$ cat config.mk
export PLATFORM = sky130hd
export DESIGN_NAME = light_channel_command_framer_top
export DESIGN_NICKNAME = d
export VERILOG_FILES = /design/src/design/lccf_pkg.sv /design/src/design/lccf_ctrl.sv /design/src/design/lccf_dp.sv /design/src/design/light_channel_command_framer_top.sv
export SDC_FILE = /design/constraint.sdc
export NUM_CORES = 1
export LEC_CHECK = 0
export BUFFER_PORTS_ARGS = -buffer_cell sky130_fd_sc_hd__buf_2
export CORE_UTILIZATION = 35
export DETAILED_ROUTE_END_ITERATION = 16
export MAX_ROUTING_LAYER = met4
export PLACE_DENSITY = 0.56
export SYNTH_ARGS = -nofsm -noshare
export SYNTH_HDL_FRONTEND = slang
export SYNTH_HIERARCHICAL = 1
export SYNTH_SLANG_ARGS = --single-unit
$ cat constraint.sdc
create_clock -name clk -period 5.9 [get_ports clk]
set_input_delay 1.475 -clock clk [delete_from_list [all_inputs] [get_ports clk]]
set_output_delay 1.475 -clock clk [all_outputs]
set_load 0.02 [all_outputs]
$ cat src/design/lccf_pkg.sv
package lccf_pkg;

	localparam int CHANNELS = 4;
	localparam int CH_W = 2;
	localparam int LEVEL_W = 10;
	localparam logic [LEVEL_W-1:0] LEVEL_MAX = 10'd999;
	localparam int NUM_CH_W = 3;

	localparam int IDX_W = 4;
	localparam logic [IDX_W-1:0] IDX_START = 4'd0;
	localparam logic [IDX_W-1:0] IDX_ZERO = 4'd1;
	localparam logic [IDX_W-1:0] IDX_CHAN = 4'd2;
	localparam logic [IDX_W-1:0] IDX_FUNC = 4'd3;
	localparam logic [IDX_W-1:0] IDX_HUND = 4'd4;
	localparam logic [IDX_W-1:0] IDX_TENS = 4'd5;
	localparam logic [IDX_W-1:0] IDX_ONES = 4'd6;
	localparam logic [IDX_W-1:0] IDX_SUM_HI = 4'd7;
	localparam logic [IDX_W-1:0] IDX_SUM_LO = 4'd8;
	localparam logic [IDX_W-1:0] IDX_CR = 4'd9;
	localparam logic [IDX_W-1:0] IDX_LF = 4'd10;

	localparam logic [7:0] CHAR_AT = 8'h40;
	localparam logic [7:0] CHAR_ZERO = 8'h30;
	localparam logic [7:0] CHAR_F = 8'h46;
	localparam logic [7:0] CHAR_A = 8'h41;
	localparam logic [7:0] CHAR_CR = 8'h0D;
	localparam logic [7:0] CHAR_LF = 8'h0A;

	// Byte sum of '@', '0', 'F' and the four '0' bases of the digit characters.
	localparam logic [7:0] SUM_BASE = 8'((32'h40 + 32'h46 + 5 * 32'h30) % 256);

	localparam logic STATUS_PASS = 1'b0;
	localparam logic STATUS_INVALID = 1'b1;

	localparam logic CMD_STORE = 1'b0;
	localparam logic CMD_TOGGLE = 1'b1;

	localparam logic REG_ENABLE = 1'b0;
	localparam logic REG_NUM_CHANNELS = 1'b1;

	typedef struct packed {
		logic cmd;
		logic [CH_W-1:0] channel;
		logic [LEVEL_W-1:0] level;
		logic turn_on;
	} lccf_in_t;

	typedef struct packed {
		logic status;
		logic byte_valid;
		logic [7:0] data_byte;
		logic last_of_run;
	} lccf_out_t;

	typedef enum logic [2:0] {
		ST_IDLE,
		ST_EVAL,
		ST_DIG1,
		ST_DIG2,
		ST_SUM,
		ST_SEND
	} lccf_state_t;

	typedef struct packed {
		logic load_in;
		logic store_lvl;
		logic dig1;
		logic dig2;
		logic sum;
		logic emit_single;
		logic single_status;
		logic emit_byte;
		logic [IDX_W-1:0] byte_idx;
	} lccf_ctl_t;

	typedef struct packed {
		logic disabled;
		logic invalid;
		logic toggle;
	} lccf_stat_t;

	function automatic logic [7:0] hex_char(input logic [3:0] nib);
		logic [7:0] r;
		if (nib < 4'd10) begin
			r = CHAR_ZERO + {4'd0, nib};
		end else begin
			r = CHAR_A + {4'd0, nib} - 8'd10;
		end
		return r;
	endfunction

endpackage

$ cat src/design/lccf_ctrl.sv
module lccf_ctrl
	import lccf_pkg::*;
(
	input logic clk,
	input logic arst_n,
	input logic start,
	output logic busy,
	input lccf_stat_t stat,
	output lccf_ctl_t ctl
);

	lccf_state_t state_q, state_d;
	logic [IDX_W-1:0] byte_cnt_q, byte_cnt_d;

	always_ff @(posedge clk or negedge arst_n) begin
		if (!arst_n) begin
			state_q <= ST_IDLE;
			byte_cnt_q <= IDX_START;
		end else begin
			state_q <= state_d;
			byte_cnt_q <= byte_cnt_d;
		end
	end

	assign busy = (state_q != ST_IDLE);

	always_comb begin
		state_d = state_q;
		byte_cnt_d = byte_cnt_q;
		ctl = '0;
		ctl.byte_idx = byte_cnt_q;
		unique case (state_q)
			ST_IDLE: begin
				if (start) begin
					ctl.load_in = 1'b1;
					state_d = ST_EVAL;
				end
			end
			ST_EVAL: begin
				state_d = ST_IDLE;
				if (stat.disabled) begin
					ctl.emit_single = 1'b1;
					ctl.single_status = STATUS_PASS;
				end else if (stat.invalid) begin
					ctl.emit_single = 1'b1;
					ctl.single_status = STATUS_INVALID;
				end else if (!stat.toggle) begin
					ctl.store_lvl = 1'b1;
					ctl.emit_single = 1'b1;
					ctl.single_status = STATUS_PASS;
				end else begin
					state_d = ST_DIG1;
				end
			end
			ST_DIG1: begin
				ctl.dig1 = 1'b1;
				state_d = ST_DIG2;
			end
			ST_DIG2: begin
				ctl.dig2 = 1'b1;
				state_d = ST_SUM;
			end
			ST_SUM: begin
				ctl.sum = 1'b1;
				byte_cnt_d = IDX_START;
				state_d = ST_SEND;
			end
			ST_SEND: begin
				ctl.emit_byte = 1'b1;
				if (byte_cnt_q == IDX_LF) begin
					byte_cnt_d = IDX_START;
					state_d = ST_IDLE;
				end else begin
					byte_cnt_d = byte_cnt_q + 4'd1;
				end
			end
			default: begin
				state_d = ST_IDLE;
			end
		endcase
	end

	a_start_eval: assert property (@(posedge clk) disable iff (!arst_n)
		(start && !busy) |=> (state_q == ST_EVAL))
		else $error("accepted command did not enter evaluation");

	a_eval_exit: assert property (@(posedge clk) disable iff (!arst_n)
		(state_q == ST_EVAL) |=> (state_q == ST_IDLE || state_q == ST_DIG1))
		else $error("evaluation left to an unexpected state");

	a_send_count: assert property (@(posedge clk) disable iff (!arst_n)
		(state_q == ST_SEND && byte_cnt_q != IDX_LF) |=>
		(state_q == ST_SEND && byte_cnt_q == $past(byte_cnt_q) + 4'd1))
		else $error("frame byte counter skipped");

	a_send_end: assert property (@(posedge clk) disable iff (!arst_n)
		(state_q == ST_SEND && byte_cnt_q == IDX_LF) |=> (state_q == ST_IDLE))
		else $error("frame did not end after the last byte");

endmodule

$ cat src/design/lccf_dp.sv
module lccf_dp
	import lccf_pkg::*;
(
	input logic clk,
	input logic arst_n,
	input lccf_in_t item,
	input logic enable,
	input logic [NUM_CH_W-1:0] num_channels,
	input lccf_ctl_t ctl,
	output lccf_stat_t stat,
	output logic result_valid,
	output lccf_out_t result
);

	lccf_in_t item_q;
	logic [LEVEL_W-1:0] levels_q [CHANNELS];
	logic [3:0] hund_q, tens_q, ones_q;
	logic [6:0] rem_q;
	logic [7:0] sum_q;
	logic result_valid_q;
	lccf_out_t result_q;

	logic [LEVEL_W-1:0] send;
	logic [15:0] hund_prod;
	logic [3:0] hund;
	logic [13:0] tens_prod;
	logic [3:0] tens;
	logic [LEVEL_W-1:0] store_val;
	logic [7:0] frame_byte;

	assign stat.disabled = !enable;
	assign stat.invalid = ({1'b0, item_q.channel} >= num_channels) ||
		(32'(item_q.channel) >= CHANNELS);
	assign stat.toggle = (item_q.cmd == CMD_TOGGLE);

	assign send = item_q.turn_on ? levels_q[item_q.channel] : '0;
	// Hundreds by x*41/4096 and tens by x*103/1024 are exact over the digit ranges.
	assign hund_prod = 16'(send) * 16'd41;
	assign hund = hund_prod[15:12];
	assign tens_prod = 14'(rem_q) * 14'd103;
	assign tens = tens_prod[13:10];
	assign store_val = (item_q.level > LEVEL_MAX) ? LEVEL_MAX : item_q.level;

	always_ff @(posedge clk) begin
		if (ctl.load_in) begin
			item_q <= item;
		end
		if (ctl.dig1) begin
			hund_q <= hund;
			rem_q <= 7'(send - 10'(hund) * 10'd100);
		end
		if (ctl.dig2) begin
			tens_q <= tens;
			ones_q <= 4'(rem_q - 7'(tens) * 7'd10);
		end
		if (ctl.sum) begin
			sum_q <= SUM_BASE + {6'd0, item_q.channel} + {4'd0, hund_q} +
				{4'd0, tens_q} + {4'd0, ones_q};
		end
	end

	always_ff @(posedge clk or negedge arst_n) begin
		if (!arst_n) begin
			for (int i = 0; i < CHANNELS; i++) begin
				levels_q[i] <= '0;
			end
		end else if (ctl.store_lvl) begin
			levels_q[item_q.channel] <= store_val;
		end
	end

	always_comb begin
		unique case (ctl.byte_idx)
			IDX_START: frame_byte = CHAR_AT;
			IDX_ZERO: frame_byte = CHAR_ZERO;
			IDX_CHAN: frame_byte = CHAR_ZERO + {6'd0, item_q.channel};
			IDX_FUNC: frame_byte = CHAR_F;
			IDX_HUND: frame_byte = CHAR_ZERO + {4'd0, hund_q};
			IDX_TENS: frame_byte = CHAR_ZERO + {4'd0, tens_q};
			IDX_ONES: frame_byte = CHAR_ZERO + {4'd0, ones_q};
			IDX_SUM_HI: frame_byte = hex_char(sum_q[7:4]);
			IDX_SUM_LO: frame_byte = hex_char(sum_q[3:0]);
			IDX_CR: frame_byte = CHAR_CR;
			IDX_LF: frame_byte = CHAR_LF;
			default: frame_byte = '0;
		endcase
	end

	always_ff @(posedge clk or negedge arst_n) begin
		if (!arst_n) begin
			result_valid_q <= 1'b0;
		end else begin
			result_valid_q <= ctl.emit_single || ctl.emit_byte;
		end
	end

	always_ff @(posedge clk) begin
		if (ctl.emit_single) begin
			result_q.status <= ctl.single_status;
			result_q.byte_valid <= 1'b0;
			result_q.data_byte <= '0;
			result_q.last_of_run <= 1'b1;
		end else if (ctl.emit_byte) begin
			result_q.status <= STATUS_PASS;
			result_q.byte_valid <= 1'b1;
			result_q.data_byte <= frame_byte;
			result_q.last_of_run <= (ctl.byte_idx == IDX_LF);
		end
	end

	assign result_valid = result_valid_q;
	assign result = result_q;

endmodule

$ cat src/design/light_channel_command_framer_top.sv
// A command is taken when start is high and busy is low; busy then stays high until it is done.
// Store, invalid-channel and disabled commands give one word, set in evaluation and registered.
// A valid toggle gives eleven frame words on consecutive cycles, after the evaluation state
// and the digit and checksum steps; the byte sequencer counts out the frame bytes.
// Words cannot be held off by the receiver.
// Reset clears all stored levels to zero, sets enable to 1 and the channel count to 4.
module light_channel_command_framer_top
	import lccf_pkg::*;
(
	input logic clk,
	input logic arst_n,
	input logic start,
	output logic busy,
	input lccf_in_t item,
	output logic result_valid,
	output lccf_out_t result,
	input logic psel,
	input logic penable,
	input logic pwrite,
	input logic [2:0] paddr,
	input logic [31:0] pwdata,
	output logic [31:0] prdata,
	output logic pready
);

	logic enable_q;
	logic [NUM_CH_W-1:0] num_channels_q;
	logic cfg_wr;
	lccf_ctl_t ctl;
	lccf_stat_t stat;

	assign pready = 1'b1;
	assign cfg_wr = psel && penable && pwrite && pready;

	always_ff @(posedge clk or negedge arst_n) begin
		if (!arst_n) begin
			enable_q <= 1'b1;
			num_channels_q <= 3'd4;
		end else if (cfg_wr) begin
			if (paddr[2] == REG_ENABLE) begin
				enable_q <= pwdata[0];
			end else begin
				num_channels_q <= pwdata[NUM_CH_W-1:0];
			end
		end
	end

	always_comb begin
		if (paddr[2] == REG_NUM_CHANNELS) begin
			prdata = {29'd0, num_channels_q};
		end else begin
			prdata = {31'd0, enable_q};
		end
	end

	lccf_ctrl u_ctrl (
		.clk(clk),
		.arst_n(arst_n),
		.start(start),
		.busy(busy),
		.stat(stat),
		.ctl(ctl)
	);

	lccf_dp u_dp (
		.clk(clk),
		.arst_n(arst_n),
		.item(item),
		.enable(enable_q),
		.num_channels(num_channels_q),
		.ctl(ctl),
		.stat(stat),
		.result_valid(result_valid),
		.result(result)
	);

endmodule

==> results of run 1 <==
-- layout make-up --
type                            count  area (sq um)
Fill cell                        1927         11950
Multi-Input combinational cell    465          3897
Sequential cell                   103          2745
Tap cell                          265         331.6
Timing Repair Buffer               45         255.2
Inverter                           67         254.0
Clock buffer                       10         229.0
Clock inverter                      6         58.81
-- timing repair --
item                                    CTS  global route
buffers inserted                          0             1
hold endpoints to repair                  0             0
endpoints found under the setup margin    0             1
-- per-stage QoR --
step                cells  hold slack (ns)  setup WS, ns  power, uW  cell area [sq um]
floorplan             685           0.4383        0.6672       2861               7223
global placement      944           0.4334        0.3013       3228               7463
detailed placement    944           0.4405        0.2096       3328               7463
CTS                   960           0.4519        0.1990       3922               7751
global route          961           0.4720        0.1447       4265               7771
finish                961           0.4486        0.4158       3872               7771
-- flip-flops by register name, indices dropped and copies added, names as in the netlist --
signal	flops
num_channels_q	3
u_dp/hund_q	4
u_dp/rem_q	7
u_dp/item_q	13
u_ctrl/state_q	3
u_dp/levels_q	40
u_dp/stat	1
u_dp/ones_q	4
u_dp/sum_q	8
enable_q	1
u_ctrl/byte_cnt_q	4
u_dp/result	10
u_dp/result_valid	1
u_dp/tens_q	4
-- cell usage in the layout (no fill, tap or decap), types with 10 or more instances in the layout --
master / count
mux2_2: 17
edfxtp_1: 42
xnor2_1: 17
buf_2: 38
ha_1: 90
dfrtp_1: 50
o21ai_0: 34
and2_1: 13
conb_1: 31
nor2_1: 23
a21oi_1: 26
nand2_1: 53
fa_1: 20
inv_1: 66
nand2b_1: 10
-- layer usage --
metal,vias to the layer above,part of all wire,GRT usage
met4,0,0.012,0.03435
met3,11,0.036,0.02550
met1,2261,0.45,0.1728
met2,97,0.51,0.2485
li1,2300,-,-
met5,-,0,-
-- Yosys cell counts, drive strengths merged (4+ instances only) --
library cell	number
xnor2	17
fa	20
inv	67
xor2	9
and3	5
clkbuf	12
nand2	53
mux4	8
o21a	4
and2	16
a31oi	4
buf	38
mux2i	6
nand2b	10
nand3	7
a21o	8
o21ai	36
nor3b	4
edfxtp	42
nand3b	5
mux2	21
or3	5
o22ai	5
a21oi	27
dfxtp	9
dfrtp	50
nor2	23
nor3	4
ha	90
nor2b	9
a22o	4
-- power by group --
part | total [uW] | internal (uW) | switching [uW] | leakage (uW)
sequential | 1330 | 1090 | 231 | 0.00114
clock | 575 | 299 | 277 | 0.000139
combinational | 1970 | 924 | 1050 | 0.00250
total | 3870 | 2320 | 1550 | 0.00378
-- worst min path at each step --
stage	endpoint	cells after the start	slack, ns	startpoint
after global placement	u_dp/result[2]$_SDFFE_PP0P_	2	0.43	u_dp/result[2]$_SDFFE_PP0P_
after detailed placement	u_dp/result[2]$_SDFFE_PP0P_	2	0.44	u_dp/result[2]$_SDFFE_PP0P_
after CTS	u_dp/result[2]$_SDFFE_PP0P_	2	0.45	u_dp/result[2]$_SDFFE_PP0P_
after floorplan	u_dp/levels_q[35]$_DFFE_PN0P_	2	0.44	u_dp/levels_q[35]$_DFFE_PN0P_
after global routing	u_dp/result[2]$_SDFFE_PP0P_	2	0.47	u_dp/result[2]$_SDFFE_PP0P_
final	u_dp/result[2]$_SDFFE_PP0P_	2	0.45	u_dp/result[2]$_SDFFE_PP0P_
-- worst max-delay path, stage by stage, from the launching register on --
cell and delay [ns]:
edfxtp_1 0.70, mux4_2 0.43, and2_1 0.26, ha_1 0.32, fa_1 0.46, ha_1 0.31, ha_1 0.22, or3_1 0.41
a31oi_4 0.20, o21ai_2 0.13, a221o_1 0.36, xor2_1 0.16, ha_1 0.29, inv_1 0.04, ha_1 0.30, a21oi_1 0.19
xnor2_1 0.15, xnor2_1 0.09, xor2_1 0.16
-- cell families (layout without fill, tap and decap cells) --
| kind of cell | after synthesis | in the layout | synth area share |
|---|---|---|---|
| AND/OR/NAND/NOR | 149 | 149 | 0.1081 |
| other | 3 | 31 | 0.001582 |
| XOR/XNOR | 27 | 27 | 0.03516 |
| flip-flops | 103 | 103 | 0.3857 |
| multiplexers | 35 | 35 | 0.06855 |
| buffers and inverters | 117 | 128 | 0.08156 |
| adder cells (fa/ha/maj) | 110 | 110 | 0.2144 |
| AO/OA/AOI/OAI | 113 | 113 | 0.1049 |
==> flow_summary.toml, run 1 <==
[setup_path]
r2r-start = "u_dp/item_q[12]$_DFFE_PP_"
crit_path_max_fanout = 10
critical_path_class = "flop to flop"
cp-startpoint = "u_dp/item_q[12]$_DFFE_PP_"
crit_arrival_ns = 5.56
required_ns = 5.98
reg2reg_depth = 18
reg2reg_setup_slack_ns = 0.42
crit_end = "u_dp/rem_q[6]$_DFFE_PP_"
start_kind = "flop"
critPathCaptureType = "flop"
r2r-end = "u_dp/rem_q[6]$_DFFE_PP_"

[global_route]
grt_pass1_wl_mm = 22.68
grt_pass1_vias = 4751
grtUsageTotal = 0.1436
grt_max_degree = 53
globalRouteOverflowTotal = 0
antenna_found_initial = 0

[route]
post_drt_wl_per_cell_um = 13.72
routed_wl_mm = 13.19
drc = 0
first_pass_iters = 5
drtAntennaViolNets = 0
dr_total_vias = 4669
drtIter0Drc = 293
avgViaCountPerCell = 4.858

[sta]
slew_headroom = 0.4589
grt_setup_unrepaired = "no"
setup-violations-final = 0
fmax_ghz = 0.1823
fin_crit_sh = 0.9295
drv_slew = 0
fin_crit_ns = 5.484
worst_slew_pin_slew_ns = 0.8116
hold_violations = 0
setup_tns_ns = 0
fin_skew_ns = 0.01135

[cells_and_area]
nets = 856
drive_gt1_frac = 0.1365
antenna_cells = 0
area_growth_syn_to_layout_pct = 9.176
utilization = 0.3941

[logic_synthesis]
dominantRegCellSynth = "dfrtp_1"
synthArstFlopShare = 0.5049
avgSynthCellArea_sq_um = 10.83
synth-edff-count = 42
syn_inst = 657
yosysWarnings = 6
ys_types = 69
syn_area_sq_um = 7118
yosys.area.top_type = "edfxtp_1"
synth_area_leaders = "edfxtp_1 (18%), dfrtp_1 (18%), ha_1 (16%)"
synth-seq-cells = 103
yosysSeqAreaShare = 0.3857
synth_top_area_share = 0.1772

[clock_tree]
cts_buffers = 9
ctsHtreeMaxLevel = 3
clk_latency_ns = 0.34
cts_resized = 0
ctsHoldBuffers = 0
cts_tree = "yes"
path_clk_slew_ns = 0.07
clockRootBuffer = "clkbuf_16"
ctsLongestPathBuffers = 2
cts_num_sinks = 103

[power_and_ir_drop]
power_density_nw_per_um2 = 498.3
peakVddDrop_v = 0.0001998
p_leak_uw = 0.003779

[floorplan]
ioPinCount = 101
rows = 51
die_h_um = 144.6
die_area_sq_um = 20910
core_area_sq_um = 19720
die_w_um = 144.6
start_util = 0.3610

[placed_design]
io_buffer_count = 38
routabilityCongestion = 0.8334
dp_hpwl_mm = 10.43

[run]
drv_cap = 0

[hold_path]
hp-class = "flop to flop"

[outcome]
outcome = "complete, no violations"
Note: power is estimated with default switching activity, not from simulation.
==> run 2: changes to the inputs <==
- CORE_MARGIN: not set -> 8
- GPL_TIMING_DRIVEN: not set -> 0
- clock period: 5.9 -> 5.99 ns (I/O delays scaled with it)
==> flow_summary.toml, run 2 (same netlist as run 1, synthesis figures left out) <==
[floorplan]
start_util = 0.3541
core_area_sq_um = 20100
rows = 52
die_area_sq_um = 25160
die_w_um = 158.6
ioPinCount = 101
die_h_um = 158.6

[cells_and_area]
mostFrequentLayoutCell = "ha_1"
drive_gt1_frac = 0.1707
instances_no_fill = 1008
regArea_sq_um = 2745
nets = 898
area_growth_syn_to_layout_pct = 13.10
largest_reg_flops = 40
mostFrequentLayoutCells = "ha_1 (90), inv_1 (66), nand2_1 (53), dfrtp_1 (50), edfxtp_1 (42)"
largest_register = "u_dp/levels_q"
antenna_cells = 0
fillerInstances = 1999
multi_input_area_sq_um = 3902
utilization = 0.4004

[run]
drv_cap = 0

[route]
post_drt_wl_per_cell_um = 13.47
first_pass_iters = 4
drtIter0Drc = 208
dr_total_vias = 4679
avgViaCountPerCell = 4.642
drc = 0
routed_wl_mm = 13.57
drtAntennaViolNets = 0

[sta]
setup-violations-final = 0
grt_setup_unrepaired = "no"
fin_skew_ns = 0.006208
slew_headroom = 0.1484
hold_slack_ns = 0.4484
hold_violations = 0
fmax_ghz = 0.1781
fin_crit_sh = 0.9371
setup_tns_ns = 0
fin_crit_ns = 5.613
worst_slew_pin_slew_ns = 1.273
setup_slack_ns = 0.3766
drv_slew = 0

[placed_design]
io_buffer_count = 38
dp_cells = 993
pre_cts_ws_ns = 0.01348
dp_hpwl_mm = 10.85
routabilityCongestion = 0.8455

[clock_tree]
cts_resized = 0
clockRootBuffer = "clkbuf_16"
cts_num_sinks = 103
ctsLongestPathBuffers = 2
clk_latency_ns = 0.35
cts_buffers = 9
ctsHoldBuffers = 0
cts_tree = "yes"
ctsHtreeMaxLevel = 3
path_clk_slew_ns = 0.07
post_cts_buffers = 0

[setup_path]
critPathCaptureType = "flop"
start_kind = "flop"
crit_path_max_fanout = 16
critical_path_class = "flop to flop"
crit_arrival_ns = 5.71
required_ns = 6.08

[global_route]
grt_pass1_wl_mm = 23.36
globalRouteOverflowTotal = 0
grtUsageTotal = 0.1203
grt_max_degree = 53
grt_pass1_vias = 4724
antenna_found_initial = 0

[hold_path]
hp-class = "flop to flop"

[outcome]
outcome = "complete, no violations"

[power_and_ir_drop]
power_density_nw_per_um2 = 477.7
p_leak_uw = 0.003956
peakVddDrop_v = 0.0002433
==> run 2: path summary, 6_finish.rpt <==
kind / from / end / slack [ns] / cells past startpoint
setup / recovery: u_dp/item_q[11]$_DFFE_PP_ / u_dp/rem_q[6]$_DFFE_PP_ / 0.38 / 19
hold / removal: u_dp/result[2]$_SDFFE_PP0P_ / u_dp/result[2]$_SDFFE_PP0P_ / 0.45 / 2
setup reg to reg: u_dp/item_q[11]$_DFFE_PP_ / u_dp/rem_q[6]$_DFFE_PP_ / 0.38 / 19
hold reg to reg: u_dp/result[2]$_SDFFE_PP0P_ / u_dp/result[2]$_SDFFE_PP0P_ / 0.45 / 2
max in group asynchronous: arst_n / u_ctrl/state_q[1]$_DFFE_PN0P_ / 3.86 / 1
min in group asynchronous: arst_n / u_dp/levels_q[21]$_DFFE_PN0P_ / 1.38 / 1
==> run 2: area by class of cell <==
cell class	count	area share
buffer	48	0.03948
clock buffer	10	0.02844
clock inverter	6	0.008237
inverter	67	0.03155
multi-input combinational	465	0.4848
sequential	103	0.3410
tap	270	0.04196
timing repair buffer	39	0.02456
==> run 2: metal layers <==
layer  track usage  part of all wire  up-vias
li1              -                 -     2386
met1        0.1519              0.47     2207
met2        0.1922              0.47       74
met3       0.02389             0.037       12
met4       0.03637             0.014        0
met5             -                 0        -
==> run 2: power breakdown <==
group | switching (uW) | internal [uW]
clock | 269 | 327
sequential | 166 | 1080
combinational | 1080 | 924
==> run 2: worst max-delay path, stage by stage (launching register included) <==
cell and delay [ns]:
edfxtp_1 0.46, buf_6 0.25, mux4_1 0.58, and2_1 0.25
ha_1 0.34, fa_1 0.46, ha_1 0.31, ha_1 0.22
or3_1 0.41, a31oi_4 0.20, o21ai_2 0.13, a221o_1 0.36
xor2_1 0.22, ha_1 0.27, inv_1 0.06, ha_1 0.25
a21oi_1 0.17, xnor2_1 0.15, xnor2_1 0.10, xor2_1 0.17
==> run 2: metrics by stage <==
stage | instance area (sq um) | total power (uW)
detailed placement | 7756 | 3287
floorplan | 7223 | 2818
global route | 8050 | 4243
finish | 8050 | 3846
global placement | 7751 | 3266
CTS | 8048 | 3906
==> run 2: repair_timing <==
action / 4_1_cts / 5_1_grt
endpoints found under the setup margin: 1 / 1
cloned: 0 / 0
hold endpoints to repair: 0 / 0
